`src/rtl/core/uart_rb_pkg.sv`:
```
// ----------------------------------------------------------------------------
// UART ring buffer package
// Command codes, field widths and the pending-stage record shared by the
// buffered UART data path.
// ----------------------------------------------------------------------------
package uart_rb_pkg;

    localparam int unsigned BYTE_W     = 8;
    localparam int unsigned CMD_W      = 3;

    typedef enum logic [CMD_W-1:0] {
        CMD_LINE_RX  = 3'd0,
        CMD_TX_EMPTY = 3'd1,
        CMD_QUEUE_TX = 3'd2,
        CMD_READ_RX  = 3'd3,
        CMD_CLEAR    = 3'd4
    } cmd_t;

    // Which store the pending transfer takes its byte from
    typedef enum logic [1:0] {
        SRC_NONE = 2'd0,
        SRC_RX   = 2'd1,
        SRC_TX   = 2'd2
    } src_t;

    // Result of one command, waiting for the store read data
    typedef struct packed {
        src_t src;
        logic accepted;
        logic rx_has_data;
        logic rx_drop_flag;
        logic tx_refuse_flag;
        logic send_request;
    } pend_t;

endpackage

```
`src/rtl/core/uart_rb_ram.sv`:
```
// ----------------------------------------------------------------------------
// UART ring buffer RAM
// Simple dual-port RAM: one write port, one read port with registered data.
// ----------------------------------------------------------------------------
module uart_rb_ram #(
    parameter int unsigned WIDTH = 8,
    parameter int unsigned DEPTH = 64
) (
    input  logic                                   aclk,
    input  logic                                   we,
    input  logic [(DEPTH > 1 ? $clog2(DEPTH) : 1)-1:0] waddr,
    input  logic [WIDTH-1:0]                       wdata,
    input  logic                                   re,
    input  logic [(DEPTH > 1 ? $clog2(DEPTH) : 1)-1:0] raddr,
    output logic [WIDTH-1:0]                       rdata
);

    logic [WIDTH-1:0] mem [DEPTH];
    logic [WIDTH-1:0] rdata_reg;

    // Write port
    always_ff @(posedge aclk) begin
        if (we) begin
            mem[waddr] <= wdata;
        end
    end

    // Registered read port, holds between reads
    always_ff @(posedge aclk) begin
        if (re) begin
            rdata_reg <= mem[raddr];
        end
    end

    assign rdata = rdata_reg;

endmodule

```
`src/rtl/core/uart_rx_tx_ring_buffers.sv`:
```
// ----------------------------------------------------------------------------
// UART receive and transmit ring buffers
// Two ring queues with sticky overflow flags and a transmit send request.
// ----------------------------------------------------------------------------
// One command is taken per s_ transfer and gives exactly one m_ transfer.
// Pointers, flags and the send request update at the input transfer; the
// byte, if any, comes from a registered RAM read and then passes the
// output register, whose load raises m_tvalid; the result then holds there
// while m_tready is low, as may the pending stage before it. A new command
// may be taken every cycle while the output side keeps up. Each queue holds
// at most DEPTH-1 bytes. A line byte that finds the receive queue full is
// dropped and sets the receive overflow flag; a transmit byte that finds its
// queue full is refused and sets the transmit overflow flag. Command 4 clears
// both flags. Command 1 (transmitter empty) sends the oldest queued byte or,
// when the queue is empty, clears the send request. The stores need no
// clearing after reset.
// ----------------------------------------------------------------------------
module uart_rx_tx_ring_buffers #(
    parameter int unsigned RX_DEPTH = 64,
    parameter int unsigned TX_DEPTH = 256
) (
    input  logic        aclk,
    input  logic        aresetn,
    // Command channel
    input  logic        s_tvalid,
    output logic        s_tready,
    input  logic [7:0]  s_tdata,   // [7:0] data_in
    input  logic [2:0]  s_tuser,   // [2:0] cmd
    // Result channel
    output logic        m_tvalid,
    input  logic        m_tready,
    output logic [15:0] m_tdata,   // [7:0] data_out, [8] accepted, [9] rx_has_data,
                                   // [10] receive drop flag, [11] transmit refuse flag,
                                   // [12] send_request, [15:13] zero
    output logic        m_tuser    // [0] data_valid
);

    localparam int unsigned RX_AW = (RX_DEPTH > 1) ? $clog2(RX_DEPTH) : 1;
    localparam int unsigned TX_AW = (TX_DEPTH > 1) ? $clog2(TX_DEPTH) : 1;
    localparam logic [RX_AW-1:0] RX_LAST = RX_AW'(RX_DEPTH - 1);
    localparam logic [TX_AW-1:0] TX_LAST = TX_AW'(TX_DEPTH - 1);

    // Queue pointers and flags
    logic [RX_AW-1:0] rx_wr_reg, rx_wr_next, rx_rd_reg, rx_rd_next;
    logic [TX_AW-1:0] tx_wr_reg, tx_wr_next, tx_rd_reg, tx_rd_next;
    logic             rx_ovf_reg, rx_ovf_next;
    logic             tx_ovf_reg, tx_ovf_next;
    logic             send_reg, send_next;

    // Pending stage and output register
    logic                 p_valid_reg;
    uart_rb_pkg::pend_t   p_reg, p_next;
    logic                 out_valid_reg;
    logic [15:0]          out_data_reg;
    logic                 out_dv_reg;
    logic                 out_load;
    logic                 s_fire;

    // RAM ports
    logic                              rx_we, rx_re, tx_we, tx_re;
    logic [uart_rb_pkg::BYTE_W-1:0]    rx_rdata, tx_rdata, byte_sel;
    logic [RX_AW-1:0]                  rx_wr_inc, rx_rd_inc;
    logic [TX_AW-1:0]                  tx_wr_inc, tx_rd_inc;
    uart_rb_pkg::cmd_t                 cmd;

    assign cmd      = uart_rb_pkg::cmd_t'(s_tuser);
    assign out_load = p_valid_reg && (!out_valid_reg || m_tready);
    assign s_tready = !p_valid_reg || out_load;
    assign s_fire   = s_tvalid && s_tready;

    // Wrapping pointer increments
    assign rx_wr_inc = (rx_wr_reg == RX_LAST) ? '0 : rx_wr_reg + 1'b1;
    assign rx_rd_inc = (rx_rd_reg == RX_LAST) ? '0 : rx_rd_reg + 1'b1;
    assign tx_wr_inc = (tx_wr_reg == TX_LAST) ? '0 : tx_wr_reg + 1'b1;
    assign tx_rd_inc = (tx_rd_reg == TX_LAST) ? '0 : tx_rd_reg + 1'b1;

    // Decode the command and update the queue state
    always_comb begin
        rx_wr_next  = rx_wr_reg;
        rx_rd_next  = rx_rd_reg;
        tx_wr_next  = tx_wr_reg;
        tx_rd_next  = tx_rd_reg;
        rx_ovf_next = rx_ovf_reg;
        tx_ovf_next = tx_ovf_reg;
        send_next   = send_reg;
        rx_we       = 1'b0;
        rx_re       = 1'b0;
        tx_we       = 1'b0;
        tx_re       = 1'b0;
        p_next.src      = uart_rb_pkg::SRC_NONE;
        p_next.accepted = 1'b0;
        if (s_fire) begin
            case (cmd)
                uart_rb_pkg::CMD_LINE_RX: begin
                    if (rx_wr_inc == rx_rd_reg) begin
                        rx_ovf_next = 1'b1;
                    end else begin
                        rx_we           = 1'b1;
                        rx_wr_next      = rx_wr_inc;
                        p_next.accepted = 1'b1;
                    end
                end
                uart_rb_pkg::CMD_TX_EMPTY: begin
                    if (tx_rd_reg == tx_wr_reg) begin
                        send_next = 1'b0;
                    end else begin
                        tx_re      = 1'b1;
                        tx_rd_next = tx_rd_inc;
                        p_next.src = uart_rb_pkg::SRC_TX;
                    end
                end
                uart_rb_pkg::CMD_QUEUE_TX: begin
                    if (tx_wr_inc == tx_rd_reg) begin
                        tx_ovf_next = 1'b1;
                    end else begin
                        tx_we           = 1'b1;
                        tx_wr_next      = tx_wr_inc;
                        send_next       = 1'b1;
                        p_next.accepted = 1'b1;
                    end
                end
                uart_rb_pkg::CMD_READ_RX: begin
                    if (rx_wr_reg != rx_rd_reg) begin
                        rx_re      = 1'b1;
                        rx_rd_next = rx_rd_inc;
                        p_next.src = uart_rb_pkg::SRC_RX;
                    end
                end
                uart_rb_pkg::CMD_CLEAR: begin
                    rx_ovf_next = 1'b0;
                    tx_ovf_next = 1'b0;
                end
                default: begin
                end
            endcase
        end
        p_next.rx_has_data    = (rx_wr_next != rx_rd_next);
        p_next.rx_drop_flag   = rx_ovf_next;
        p_next.tx_refuse_flag = tx_ovf_next;
        p_next.send_request   = send_next;
    end

    // Queue state registers
    always_ff @(posedge aclk) begin
        if (!aresetn) begin
            rx_wr_reg  <= '0;
            rx_rd_reg  <= '0;
            tx_wr_reg  <= '0;
            tx_rd_reg  <= '0;
            rx_ovf_reg <= 1'b0;
            tx_ovf_reg <= 1'b0;
            send_reg   <= 1'b0;
        end else begin
            rx_wr_reg  <= rx_wr_next;
            rx_rd_reg  <= rx_rd_next;
            tx_wr_reg  <= tx_wr_next;
            tx_rd_reg  <= tx_rd_next;
            rx_ovf_reg <= rx_ovf_next;
            tx_ovf_reg <= tx_ovf_next;
            send_reg   <= send_next;
        end
    end

    // Hold the pending result while the RAM read completes
    always_ff @(posedge aclk) begin
        if (!aresetn) begin
            p_valid_reg <= 1'b0;
        end else if (s_fire) begin
            p_valid_reg <= 1'b1;
        end else if (out_load) begin
            p_valid_reg <= 1'b0;
        end
    end

    always_ff @(posedge aclk) begin
        if (s_fire) begin
            p_reg <= p_next;
        end
    end

    // Select the byte read for this result
    always_comb begin
        case (p_reg.src)
            uart_rb_pkg::SRC_RX: byte_sel = rx_rdata;
            uart_rb_pkg::SRC_TX: byte_sel = tx_rdata;
            default:             byte_sel = '0;
        endcase
    end

    // Output register
    always_ff @(posedge aclk) begin
        if (!aresetn) begin
            out_valid_reg <= 1'b0;
        end else if (out_load) begin
            out_valid_reg <= 1'b1;
        end else if (m_tready) begin
            out_valid_reg <= 1'b0;
        end
    end

    always_ff @(posedge aclk) begin
        if (out_load) begin
            out_data_reg <= {3'b000, p_reg.send_request, p_reg.tx_refuse_flag,
                             p_reg.rx_drop_flag, p_reg.rx_has_data, p_reg.accepted,
                             byte_sel};
            out_dv_reg   <= (p_reg.src != uart_rb_pkg::SRC_NONE);
        end
    end

    assign m_tvalid = out_valid_reg;
    assign m_tdata  = out_data_reg;
    assign m_tuser  = out_dv_reg;

    // Receive and transmit stores
    uart_rb_ram #(
        .WIDTH (uart_rb_pkg::BYTE_W),
        .DEPTH (RX_DEPTH)
    ) u_rx_ram (
        .aclk  (aclk),
        .we    (rx_we),
        .waddr (rx_wr_reg),
        .wdata (s_tdata),
        .re    (rx_re),
        .raddr (rx_rd_reg),
        .rdata (rx_rdata)
    );

    uart_rb_ram #(
        .WIDTH (uart_rb_pkg::BYTE_W),
        .DEPTH (TX_DEPTH)
    ) u_tx_ram (
        .aclk  (aclk),
        .we    (tx_we),
        .waddr (tx_wr_reg),
        .wdata (s_tdata),
        .re    (tx_re),
        .raddr (tx_rd_reg),
        .rdata (tx_rdata)
    );

`ifndef SYNTHESIS
    // Command side stalls only behind a blocked result
    a_stall_cause: assert property (@(posedge aclk) disable iff (!aresetn)
        !s_tready |-> (p_valid_reg && m_tvalid && !m_tready))
        else $error("command side stalled without a blocked result");

    // A pending result is held until it moves to the output
    a_pend_hold: assert property (@(posedge aclk) disable iff (!aresetn)
        (p_valid_reg && !out_load) |=> (p_valid_reg && $stable(p_reg)))
        else $error("pending result changed while stalled");

    // A byte taken from a queue never coincides with a stored byte
    a_dv_acc: assert property (@(posedge aclk) disable iff (!aresetn)
        (m_tvalid && m_tuser) |-> !m_tdata[8])
        else $error("data_valid and accepted both set");

    // No byte is reported without data_valid
    a_dout_zero: assert property (@(posedge aclk) disable iff (!aresetn)
        (m_tvalid && !m_tuser) |-> (m_tdata[7:0] == 8'h00))
        else $error("data_out nonzero without data_valid");

    // Pop never issued on an empty queue
    a_pop_nonempty: assert property (@(posedge aclk) disable iff (!aresetn)
        (!rx_re || (rx_wr_reg != rx_rd_reg)) && (!tx_re || (tx_wr_reg != tx_rd_reg)))
        else $error("store read issued on an empty queue");
`endif

endmodule
```
`config.mk`:
```
export PLATFORM = sky130hd
export DESIGN_NAME = uart_rx_tx_ring_buffers
export DESIGN_NICKNAME = d
export VERILOG_FILES = /design/src/rtl/core/uart_rb_pkg.sv /design/src/rtl/core/uart_rb_ram.sv /design/src/rtl/core/uart_rx_tx_ring_buffers.sv
export SDC_FILE = /design/constraint.sdc
export NUM_CORES = 2
export LEC_CHECK = 0
export ABC_AREA = 1
export BUFFER_PORTS_ARGS = -buffer_cell sky130_fd_sc_hd__buf_2
export CORE_ASPECT_RATIO = 2
export CORE_MARGIN = 1.5
export CORE_UTILIZATION = 30
export DETAILED_ROUTE_END_ITERATION = 8
export GPL_TIMING_DRIVEN = 1
export PLACE_DENSITY = 0.49
export SLEW_MARGIN = 10
export SYNTH_ARGS = -nofsm -noshare
export SYNTH_HDL_FRONTEND = slang
export SYNTH_SLANG_ARGS = --single-unit
export TNS_END_PERCENT = 5
```
`constraint.sdc`:
```
create_clock -name aclk -period 2.97 [get_ports aclk]
set_clock_uncertainty 0.05 [all_clocks]
set_input_delay 0 -clock aclk [delete_from_list [all_inputs] [get_ports aclk]]
set_output_delay 0 -clock aclk [all_outputs]
set_load 0.02 [all_outputs]
```
==> reports/metrics.yaml <==
timing:
  fin_ws_ns: -0.0192
  tightest_slew_ns: 1.09
  finalCritPeriodShare: 1.01
  setup_viol: 1
  rsz0062_at_grt: "yes"
  period_needed_ns: 2.99
  relSlewSlack: 0.275
  timing_hold_violations_final: 0
  final.setup.tns_ns: -0.0192
  maxSlewViolCount: 0
  max_clock_freq_ghz: 0.335
final_layout:
  finalNetCount: 8874
  drive_gt1_frac: 0.143
  registers.top_by_ff_count: "u_tx_ram.mem"
  syn_to_final_growth_pct: 18.5
  largest_reg_flops: 2048
clock_network:
  clkTransAtPathRegs_ns: 0.07
  h-tree-depth: 4
  cts_tree: "done"
  ctsLongestPathBuffers: 4
  clock_sinks: 2630
  numCtsBuffers: 222
  clkLatencyLatePin_ns: 0.91
  root_buffer: "clkbuf_16"
floorplan:
  core-area_mm2: 0.349
  rows: 307
  start_util: 0.301
  fp.dieH_um: 840
  dieArea_mm2: 0.354
  die_x_um: 421
  ios: 34
power_and_ir_drop:
  pwr_density_cell_mw_per_mm2: 591
  p_leak_nw: 40.9
  peakVddDrop_v: 0.000458
global_route:
  grt_pass1_wl_um: 501000
  grt_max_degree: 113
  grt_pass1_vias: 71400
  busiest_layer: "met2"
  overflow: 0
  antenna_found_initial: 9
  met2_usage: 0.376
  grt_usage: 0.194
  met3_usage: 0.0191
  met1_usage: 0.190
logic_synthesis:
  synthTopCellsByCount: "2597 x edfxtp_1, 1877 x nor2_1, 1370 x o21ai_0"
  synth-edff-count: 2597
  synth_most_common_cell: "edfxtp_1"
  yosys.area.top_type: "edfxtp_1"
  avgSynthCellArea_um2: 12.6
  async_reset_ff_frac: 0
  syn-instance-count: 8315
  synth_top_family_by_area: "compound AO/OA/AOI/OAI gates"
  synth_area_mm2: 0.105
  synth.area.top_cells: "edfxtp_1 74%, nor2_1 6.7%, o21ai_0 6.5%"
  synth_warnings: 0
  ys_types: 39
  synthAdderAreaFrac: 0.00119
  synth_top_flop_cell: "edfxtp_1"
  synth_compound_gate_area_share: 0.117
  yosys.area_share.xor_xnor: 0.00117
  muxShareOfSynthArea: 0
  ys_ff_latch: 2630
  synth_top_area_frac: 0.743
  yosys.area_share.simple: 0.104
  yosysSeqAreaShare: 0.749
setup_path:
  cp.required_ns: 3.57
  worstSetupPathType: "flip-flop to flip-flop"
  reg2reg_depth: 12
  cp.buffers_inverters: 4
  crit_path_frequent_cell: "o21ai_0"
  cp_max_fo: 36
  critical-path-top-delay-family: "compound AO/OA/AOI/OAI gates"
  slowest_stage: "dfxtp_4"
  worstPathArrival_ns: 3.58
  crit_path_end_kind: "flip-flop"
  cp.depth: 12
  crit_chain: "inv_8 > buf_12 > buf_4 > o21ai_0 > o21ai_0 > o21ai_0 > nor2_1 > o21ai_0 > buf_4 > nand3_1 > nand2_1 > nand3_1"
  critPathLaunchType: "flip-flop"
  max_stage_delay_ns: 0.43
place:
  pre_cts_slack_ns: -0.379
  hpwl_um: 239000
  gp_congestion: 0.956
  io_buffers: 30
route:
  avgViaCountPerCell: 5.08
  dr.pass1.iters: 8
  num_vias: 69400
  routed_wl_um: 355000
  drc_errors: 0
  routedWlPerCell_um: 26.0
  antenna_left: 0
  dr.first_iter.drc_count: 5498
outcome:
  violations: "setup timing"
  status: "finished, violations left"
job:
  maxCapViolCount: 0
min_path:
  hold_class: "input pin to flip-flop"
  whs_path_depth: 5
[kinds of logic after synthesis]
family	count (synthesis)
DFF	2630
buffers and inverters	709
AOI/OAI and AO/OA	2195
adders and majority gates	10
other	1
and+or+nand+nor	2756
xor gates and xnor gates	14
[through the flow]
step / utilization / total power, mW / instance area [um^2] / cells / hold WS (ns)
after detailed placement: 0.335 / 44.4 / 117000 / 13200 / 0.253
final: 0.357 / 73.5 / 124000 / 13700 / 0.0855
after CTS: 0.356 / 74.1 / 124000 / 13700 / 0.0255
after global placement: 0.335 / 44.4 / 117000 / 13200 / 0.233
after global routing: 0.357 / 75.4 / 124000 / 13700 / 0.115
after floorplan: - / 42.5 / 105000 / 8317 / 0.0489
[area by class of cell]
class / instances / area, um^2
Antenna cell: 1 / 2.50
Clock inverter: 144 / 1460
Sequential cell: 2630 / 78700
Clock buffer: 258 / 5750
Multi-Input combinational cell: 4978 / 23700
Timing Repair Buffer: 904 / 8510
Tap cell: 4635 / 5800
Inverter: 113 / 463
Fill cell: 33900 / 224000
[where the power goes]
| part | total, mW | internal (mW) | switching (mW) |
|---|---|---|---|
| sequential | 40.8 | 40.7 | 0.0197 |
| clock | 29.9 | 16.1 | 13.8 |
| combinational | 2.83 | 0.713 | 2.12 |
| total | 73.5 | 57.6 | 15.9 |
[layout by cell type, fill, tap and decap left out, types with 34 or more instances in the layout]
cell | synthesis | layout
edfxtp_1 | 2597 | 2597
nor2_1 | 1877 | 1849
o21ai_0 | 1370 | 1369
buf_4 | 16 | 713
nand2_1 | 482 | 472
o22ai_1 | 415 | 415
nand3_1 | 322 | 320
clkbuf_16 | 0 | 225
o211ai_1 | 161 | 161
a21oi_1 | 140 | 138
buf_12 | 0 | 127
o221ai_1 | 98 | 98
inv_1 | 102 | 96
clkinv_1 | 8 | 45
clkinv_2 | 0 | 41
nand4_1 | 34 | 34
[worst register-to-register path, cell delays in order, from the launching register on]
cell and delay [ns]:
dfxtp_4 0.43, inv_8 0.12, buf_12 0.20, buf_4 0.26, o21ai_0 0.35, o21ai_0 0.20, o21ai_0 0.18, nor2_1 0.08
o21ai_0 0.25, buf_4 0.18, nand3_1 0.16, nand2_1 0.14, nand3_1 0.12
[metal layers]
metal	vias up	routed length, um	part of all wire
met4	4	29200	0.082
met3	786	13100	0.037
met5	-	33	0.000093
met2	2018	193000	0.54
li1	31600	-	-
met1	34900	119000	0.34
[path summary, 6_finish.rpt]
kind	from	to	slack, ns
setup / recovery	tx_rd_reg[0]	u_tx_ram.rdata[6]	-0.02
hold reg to reg	p_reg[2]	m_tdata[10]	0.37
setup reg to reg	tx_rd_reg[0]	u_tx_ram.rdata[6]	-0.02
hold / removal	s_tuser[2]	rx_ovf_reg	0.09
[repair_timing]
action | 4_1_cts | 5_1_grt
gates resized for setup | 15 | 49
hold endpoints to repair | 2280 | 0
setup buffers | 0 | 1
setup endpoints to repair | 483 | 1518
hold buffers | 22 | 0
gates cloned | 0 | 1
(Power assumes the default switching activity.)
